===== src/rtl/xcfd_pkg.sv =====
// ----------------------------------------------------------------------------
// xcfd_pkg
// Shared constants and types for the sync-word frame deframer.
// ----------------------------------------------------------------------------
package xcfd_pkg;

    localparam int FRAME_BYTES = 18;
    localparam int FRAME_WORDS = FRAME_BYTES / 2;
    localparam int SUM_WORDS   = FRAME_WORDS - 1;
    localparam int POS_W       = 5;
    localparam int LAST_POS    = FRAME_BYTES - 1;
    localparam int FIRST_DATA  = 2;

    localparam logic [15:0] SYNC_WORD_RESET = 16'hABCD;

    typedef logic [7:0]  byte_t;
    typedef logic [15:0] word_t;

    // frame as seen on the cycle its last byte arrives
    typedef struct packed {
        logic                          done;
        logic [FRAME_BYTES-1:0][7:0]   bytes;
    } frame_t;

    typedef struct packed {
        logic         ok;
        logic [15:0]  command_one;
        logic [15:0]  command_two;
        logic [15:0]  speed_right;
        logic [15:0]  speed_left;
        logic [15:0]  battery_voltage;
        logic [15:0]  board_temperature;
        logic [15:0]  led_command;
    } result_t;

endpackage


===== src/rtl/xcfd_if.sv =====
// ----------------------------------------------------------------------------
// xcfd interfaces
// Byte request channel and frame result channel, valid/ready handshake.
// ----------------------------------------------------------------------------
interface xcfd_byte_if;
    logic        valid;
    logic        ready;
    logic [7:0]  rx_byte;

    modport source (output valid, output rx_byte, input ready);
    modport sink   (input valid, input rx_byte, output ready);
endinterface

interface xcfd_result_if;
    logic               valid;
    logic               ready;
    logic signed [15:0] command_one;
    logic signed [15:0] command_two;
    logic signed [15:0] speed_right;
    logic signed [15:0] speed_left;
    logic signed [15:0] battery_voltage;
    logic signed [15:0] board_temperature;
    logic        [15:0] led_command;

    modport source (output valid, output command_one, output command_two,
                    output speed_right, output speed_left, output battery_voltage,
                    output board_temperature, output led_command, input ready);
    modport sink   (input valid, input command_one, input command_two,
                    input speed_right, input speed_left, input battery_voltage,
                    input board_temperature, input led_command, output ready);
endinterface


===== src/rtl/xcfd_collector.sv =====
// ----------------------------------------------------------------------------
// xcfd_collector
// Sync hunt, byte position counter and frame byte store.
// ----------------------------------------------------------------------------
module xcfd_collector (
    input  logic                 clk,
    input  logic                 rst_n,
    input  logic                 accept,
    input  logic [7:0]           rx_byte,
    input  logic [15:0]          sync_word,
    output xcfd_pkg::frame_t     frame
);
    import xcfd_pkg::*;

    byte_t                 prev_reg;
    logic [POS_W-1:0]      pos_reg;
    logic [POS_W-1:0]      pos_next;
    byte_t                 store_reg [FRAME_BYTES];
    logic                  hit;
    logic                  collecting;

    assign hit        = (pos_reg == '0) && ({rx_byte, prev_reg} == sync_word);
    assign collecting = (pos_reg >= POS_W'(FIRST_DATA)) && (pos_reg <= POS_W'(LAST_POS));

    always_comb
    begin
        pos_next = pos_reg;
        if (hit)
        begin
            pos_next = POS_W'(FIRST_DATA);
        end
        else if (collecting)
        begin
            if (pos_reg == POS_W'(LAST_POS))
            begin
                pos_next = '0;
            end
            else
            begin
                pos_next = pos_reg + POS_W'(1);
            end
        end
    end

    always_ff @(posedge clk or negedge rst_n)
    begin
        if (!rst_n)
        begin
            prev_reg <= '0;
            pos_reg  <= '0;
        end
        else if (accept)
        begin
            prev_reg <= rx_byte;
            pos_reg  <= pos_next;
        end
    end

    // store has no reset: each entry is written before it is read
    always_ff @(posedge clk)
    begin
        if (accept)
        begin
            if (hit)
            begin
                store_reg[0] <= prev_reg;
                store_reg[1] <= rx_byte;
            end
            for (int i = FIRST_DATA; i < FRAME_BYTES; i++)
            begin
                if (collecting && (pos_reg == POS_W'(i)))
                begin
                    store_reg[i] <= rx_byte;
                end
            end
        end
    end

    // last byte goes straight from the channel
    always_comb
    begin
        for (int i = 0; i < LAST_POS; i++)
        begin
            frame.bytes[i] = store_reg[i];
        end
        frame.bytes[LAST_POS] = rx_byte;
        frame.done            = accept && (pos_reg == POS_W'(LAST_POS));
    end

    a_pos_legal: assert property (@(posedge clk) disable iff (!rst_n)
        (pos_reg != POS_W'(1)) && (pos_reg <= POS_W'(LAST_POS)))
        else $error("byte position out of range");

    a_hit_starts: assert property (@(posedge clk) disable iff (!rst_n)
        accept && hit |=> pos_reg == POS_W'(FIRST_DATA))
        else $error("sync hit did not start a frame");

    a_done_returns: assert property (@(posedge clk) disable iff (!rst_n)
        frame.done |=> pos_reg == '0)
        else $error("frame end did not return to hunting");

endmodule


===== src/rtl/xcfd_checker.sv =====
// ----------------------------------------------------------------------------
// xcfd_checker
// XOR checksum and sync check over a complete frame, payload word split.
// ----------------------------------------------------------------------------
module xcfd_checker (
    input  xcfd_pkg::frame_t     frame,
    input  logic [15:0]          sync_word,
    output xcfd_pkg::result_t    result
);
    import xcfd_pkg::*;

    word_t words [FRAME_WORDS];
    word_t sum;

    always_comb
    begin
        for (int w = 0; w < FRAME_WORDS; w++)
        begin
            words[w] = {frame.bytes[2*w+1], frame.bytes[2*w]};
        end
        sum = '0;
        for (int w = 0; w < SUM_WORDS; w++)
        begin
            sum = sum ^ words[w];
        end
    end

    assign result.ok                = frame.done && (words[0] == sync_word)
                                      && (sum == words[SUM_WORDS]);
    assign result.command_one       = words[1];
    assign result.command_two       = words[2];
    assign result.speed_right       = words[3];
    assign result.speed_left        = words[4];
    assign result.battery_voltage   = words[5];
    assign result.board_temperature = words[6];
    assign result.led_command       = words[7];

endmodule


===== src/rtl/xor_checked_feedback_deframer.sv =====
// ----------------------------------------------------------------------------
// xor_checked_feedback_deframer
// Serial byte stream deframer with sync hunt and XOR checksum.
// ----------------------------------------------------------------------------
// Usage:
//   rx  : one received byte per request. A byte is taken at every edge where
//         rx.valid and rx.ready are high.
//   res : one request per good frame carrying the seven payload words.
//   cfg_write / cfg_data : writes the 16-bit sync word (low byte first on
//         the wire). Write only while idle.
// Throughput: one byte per cycle while rx.ready is high. The sync compare, position counter and
//   the XOR tree over eight words all settle in the cycle the byte is taken.
// Output: the result request is valid in the cycle after the last (18th)
//   frame byte is taken; it sits in the output register.
// Stall: rx.ready stays high while the output register is empty or being
//   drained; with a result held and res.ready low, rx.ready drops so no
//   frame can be lost.
// Reset: sync word 0xABCD, previous byte zero, hunting for sync, output
//   register empty. Frame store is not cleared.
// Bad frames (checksum or sync mismatch) are dropped without a request.
// ----------------------------------------------------------------------------
module xor_checked_feedback_deframer (
    input  logic          clk,
    input  logic          rst_n,
    input  logic          cfg_write,
    input  logic [15:0]   cfg_data,
    xcfd_byte_if.sink     rx,
    xcfd_result_if.source res
);
    import xcfd_pkg::*;

    word_t     sync_reg;
    frame_t    frame;
    result_t   result;
    logic      accept;
    logic      load;
    logic      valid_reg;
    logic      valid_next;
    result_t   data_reg;

    // sync word register
    always_ff @(posedge clk or negedge rst_n)
    begin
        if (!rst_n)
        begin
            sync_reg <= SYNC_WORD_RESET;
        end
        else if (cfg_write)
        begin
            sync_reg <= cfg_data;
        end
    end

    // take a byte whenever the output slot is free or emptying this cycle
    assign rx.ready = !valid_reg || res.ready;
    assign accept   = rx.valid && rx.ready;

    xcfd_collector u_collector (
        .clk       (clk),
        .rst_n     (rst_n),
        .accept    (accept),
        .rx_byte   (rx.rx_byte),
        .sync_word (sync_reg),
        .frame     (frame)
    );

    xcfd_checker u_checker (
        .frame     (frame),
        .sync_word (sync_reg),
        .result    (result)
    );

    assign load = result.ok;

    always_comb
    begin
        valid_next = valid_reg;
        if (load)
        begin
            valid_next = 1'b1;
        end
        else if (res.ready)
        begin
            valid_next = 1'b0;
        end
    end

    always_ff @(posedge clk or negedge rst_n)
    begin
        if (!rst_n)
        begin
            valid_reg <= 1'b0;
        end
        else
        begin
            valid_reg <= valid_next;
        end
    end

    // payload holds no reset
    always_ff @(posedge clk)
    begin
        if (load)
        begin
            data_reg <= result;
        end
    end

    assign res.valid             = valid_reg;
    assign res.command_one       = $signed(data_reg.command_one);
    assign res.command_two       = $signed(data_reg.command_two);
    assign res.speed_right       = $signed(data_reg.speed_right);
    assign res.speed_left        = $signed(data_reg.speed_left);
    assign res.battery_voltage   = $signed(data_reg.battery_voltage);
    assign res.board_temperature = $signed(data_reg.board_temperature);
    assign res.led_command       = data_reg.led_command;

    a_ready_when_empty: assert property (@(posedge clk) disable iff (!rst_n)
        !valid_reg |-> rx.ready)
        else $error("input stalled with empty output slot");

    a_result_has_cause: assert property (@(posedge clk) disable iff (!rst_n)
        $rose(valid_reg) |-> $past(accept && frame.done))
        else $error("result without a completed frame");

    a_good_frame_shown: assert property (@(posedge clk) disable iff (!rst_n)
        load |=> valid_reg)
        else $error("good frame not presented");

endmodule


===== src/flat_wrapper.sv =====
// flat-port wrapper written by rule: the top's interface ports become plain ports
module xor_checked_feedback_deframer_flat import xcfd_pkg::*;
  (clk, rst_n, cfg_write, cfg_data, rx_valid, rx_rx_byte, rx_ready, res_valid, res_command_one, res_command_two, res_speed_right, res_speed_left, res_battery_voltage, res_board_temperature, res_led_command, res_ready);
  xcfd_byte_if rx_i ();
  xcfd_result_if res_i ();
  input  logic clk;
  input  logic rst_n;
  input  logic cfg_write;
  input  logic [15:0] cfg_data;
  input wire logic [$bits(rx_i.valid)-1:0] rx_valid;
  input wire logic [$bits(rx_i.rx_byte)-1:0] rx_rx_byte;
  output wire logic [$bits(rx_i.ready)-1:0] rx_ready;
  output wire logic [$bits(res_i.valid)-1:0] res_valid;
  output wire logic [$bits(res_i.command_one)-1:0] res_command_one;
  output wire logic [$bits(res_i.command_two)-1:0] res_command_two;
  output wire logic [$bits(res_i.speed_right)-1:0] res_speed_right;
  output wire logic [$bits(res_i.speed_left)-1:0] res_speed_left;
  output wire logic [$bits(res_i.battery_voltage)-1:0] res_battery_voltage;
  output wire logic [$bits(res_i.board_temperature)-1:0] res_board_temperature;
  output wire logic [$bits(res_i.led_command)-1:0] res_led_command;
  input wire logic [$bits(res_i.ready)-1:0] res_ready;
  assign rx_i.valid = rx_valid;
  assign rx_i.rx_byte = rx_rx_byte;
  assign rx_ready = rx_i.ready;
  assign res_valid = res_i.valid;
  assign res_command_one = res_i.command_one;
  assign res_command_two = res_i.command_two;
  assign res_speed_right = res_i.speed_right;
  assign res_speed_left = res_i.speed_left;
  assign res_battery_voltage = res_i.battery_voltage;
  assign res_board_temperature = res_i.board_temperature;
  assign res_led_command = res_i.led_command;
  assign res_i.ready = res_ready;
  xor_checked_feedback_deframer u_core (.clk(clk), .rst_n(rst_n), .cfg_write(cfg_write), .cfg_data(cfg_data), .rx(rx_i), .res(res_i));
endmodule

===== config.mk =====
export PLATFORM = sky130hd
export DESIGN_NAME = xor_checked_feedback_deframer_flat
export DESIGN_NICKNAME = d
export VERILOG_FILES = /design/src/rtl/xcfd_pkg.sv /design/src/rtl/xcfd_if.sv /design/src/rtl/xcfd_collector.sv /design/src/rtl/xcfd_checker.sv /design/src/rtl/xor_checked_feedback_deframer.sv /design/src/flat_wrapper.sv
export SDC_FILE = /design/constraint.sdc
export NUM_CORES = 1
export LEC_CHECK = 0
export CAP_MARGIN = 20
export CORE_ASPECT_RATIO = 0.5
export CORE_MARGIN = 5
export CORE_UTILIZATION = 67
export DETAILED_ROUTE_END_ITERATION = 7
export DONT_BUFFER_PORTS = 1
export PLACE_DENSITY = 0.86
export SETUP_SLACK_MARGIN = 0.15
export SLEW_MARGIN = 20
export SYNTH_ARGS = -nofsm -noshare
export SYNTH_HDL_FRONTEND = slang
export SYNTH_SLANG_ARGS = --single-unit

===== constraint.sdc =====
create_clock -name clk -period 21 [get_ports clk]
set_clock_uncertainty 0.05 [all_clocks]
set_input_delay 2.1 -clock clk [delete_from_list [all_inputs] [get_ports clk]]
set_output_delay 2.1 -clock clk [all_outputs]
set_load 0.1 [all_outputs]

==> results.yml <==
global_routing:
  overflow: 0
  grt_pass1_vias: 4791
  grt_pass1_wl_um: 30100
  grt_start_max_net_pins: 74
  antenna_found_initial: 0
  track_usage: 0.219
logic_synthesis:
  synth_nets: 567
  synthTopCellsByArea: "edfxtp_1, xnor2_1, dfrtp_1"
  synth_area_um2: 10400
  ys.warnings.count: 0
  synth_cells: 533
  yosysTopAreaCell: "edfxtp_1"
  ys_seq_area_frac: 0.788
  synth_cell_types: 31
  ys_ff_latch: 278
  synth_top_area_share: 0.715
  avgSynthCellArea_um2: 19.5
  synth-edff-count: 248
  yosys_most_used_dff: "edfxtp_1"
  postSynth.asyncResetShare: 0.108
worst_setup_path:
  rr_worst_depth: 6
  r2r_slack_ns: 16.42
  startpoint: "res_ready"
  timing.rr.end: "u_core.res.speed_left[3]"
  worstSetupStartpointType: "primary input"
  arrival_ns: 5.35
  cp_max_fo: 73
  path_class: "in2reg"
  worstReg2RegStart: "u_core.res.valid"
  cp-end-kind: "flip-flop"
  cp.required_ns: 21.09
  critical_path.endpoint: "u_core.res.speed_left[3]"
cells_and_area:
  largest_reg_flops: 136
  nFillCells: 776
  syn_to_final_growth_pct: 9.89
  drive_gt1_frac: 0.140
  register_area_um2: 8210
  multi_input_area_um2: 2200
  fin_cells: 776
  fin_nets: 589
  final_area_um2: 11400
  n_antenna_cell: 0
place:
  placed_cell_area_um2: 10700
  port_buffers: 0
  place_inst: 734
  dp_hpwl_um: 13700
  place_congestion: 0.877
cts:
  clk_latency_ns: 0.51
  root_buffer: "clkbuf_16"
  path_clk_slew_ns: 0.07
  cts_sinks: 278
  holdBufCountCts: 0
  ctsHtreeMaxLevel: 1
  cts_resized: 0
  clockBufferDepth: 3
  cts_buffers: 23
  post_cts_buffers: 0
  cts_tree: "built"
sta:
  setup_viol: 0
  tns_ns: 0
  fin_hold_ws_ns: 0.417
  period_needed_ns: 5.26
  rsz0062_at_grt: "no"
  relSlewSlack: 0.252
  hold_viol_final: 0
  fmax_ghz: 0.190
  drv_slew: 0
  finalCritPeriodShare: 0.250
  tightest_slew_ns: 1.12
floorplanning:
  io_pins: 143
  dieWidth_um: 186
  rows: 32
  die_h_um: 98.2
  core_um2: 15300
  start_util: 0.679
  die_area_um2: 18300
pwr:
  powerDensity_nw_per_um2: 104
  p_total_w: 0.00119
  p_leak_nw: 3.70
  peakVddDrop_mv: 0.0630
drt:
  wirelength_um: 20300
  first_pass_iters: 5
  via_per_inst: 6.06
  routedWlPerCell_um: 26.2
  drt-initial-drc-count: 503
  vias: 4705
  drc_errors: 0
  ant_nets: 0
job:
  drv_cap: 0
min_path:
  hold_class: "reg2reg"
run_status:
  status: "completed"
-- synth_stat cells, types with 2 or more instances --
master	count
and3_1	5
clkbuf_1	5
dfrtp_1	20
dfstp_2	10
edfxtp_1	248
ha_1	5
inv_1	6
mux2_2	24
nand2_1	7
nand2b_1	2
nand3_1	2
nand4_1	11
nor2_1	10
nor3_1	6
nor4_1	6
o22ai_1	2
o31ai_1	2
xnor2_1	121
xnor3_1	8
xor2_1	22
-- placed cells by master (no fill, tap or decap), types with 2 or more instances in the layout --
cell type / instances
nand4_1: 11
nor2_1: 10
nor4_2: 2
dfrtp_1: 20
nand3_1: 2
nand2_1: 7
nor3_2: 3
xnor3_1: 8
inv_6: 2
o22ai_1: 2
dfstp_2: 10
clkbuf_1: 6
clkinv_1: 3
ha_1: 5
nor4_1: 4
nand2b_1: 2
bufinv_16: 2
xor2_1: 22
clkbuf_8: 2
clkbuf_16: 23
mux2_2: 24
o31ai_1: 2
clkinv_2: 4
xnor2_1: 121
inv_1: 6
and3_1: 5
nor3_1: 3
edfxtp_1: 248
buf_4: 3
-- routing by layer --
layer,global-route usage,wire length [µm],part of all wire
met1,0.307,8330,0.41
met2,0.344,9730,0.48
met3,0.0707,1860,0.092
met4,0.0490,374,0.018
met5,0,0,0
-- logic make-up (layout without fill, tap and decap cells) --
logic type	count (synthesis)	count (layout)	synth area share
AOI/OAI and AO/OA	7	7	0.00661
xor gates and xnor gates	152	152	0.140
adders and majority gates	5	5	0.00601
buffers and inverters	12	51	0.00444
DFF	278	278	0.788
muxes	24	24	0.0259
and+or+nand+nor	55	55	0.0288
-- final cells by class --
type                            instances  share of cell area
Sequential cell                       278               0.717
Multi-Input combinational cell        243               0.192
Clock buffer                           31              0.0547
Tap cell                              204              0.0223
Clock inverter                         11             0.00951
Timing Repair Buffer                    3             0.00197
Inverter                                6             0.00197
-- worst min-delay path by stage --
stage                                                   start                               end  slack (ns)  depth (start not counted)
after CTS                  u_core.u_collector.store_reg[2][3]         u_core.res.command_one[3]        0.42                          0
after global routing       u_core.u_collector.store_reg[2][3]         u_core.res.command_one[3]        0.43                          0
after global placement    u_core.u_collector.store_reg[11][1]     u_core.res.battery_voltage[9]        0.40                          0
final                      u_core.u_collector.store_reg[4][6]         u_core.res.command_two[6]        0.42                          0
after floorplan            u_core.u_collector.store_reg[3][2]        u_core.res.command_one[10]        0.40                          0
after detailed placement  u_core.u_collector.store_reg[13][2]  u_core.res.board_temperature[10]        0.41                          0
-- power by group --
part	internal, W	total (W)	switching, W
logic	0.0000518	0.000118	0.0000659
clock network	0.000235	0.000419	0.000183
registers	0.000631	0.000658	0.0000268
total	0.000918	0.00119	0.000276
-- critical path, stage by stage --
cell	delay, ns
nand2b_1	0.83
nand2_1	0.78
nor4_1	0.43
nand4_1	0.20
nor3_2	0.24
buf_4	0.69
-- stage by stage --
stage / setup slack [ns] / utilization
finish: 15.74 / 0.746
global route: 15.55 / 0.746
CTS: 15.69 / 0.745
detailed placement: 15.21 / 0.697
global placement: 15.42 / 0.697
floorplan: 8.95 / -
No activity file was read; power rests on OpenSTA's default activity.
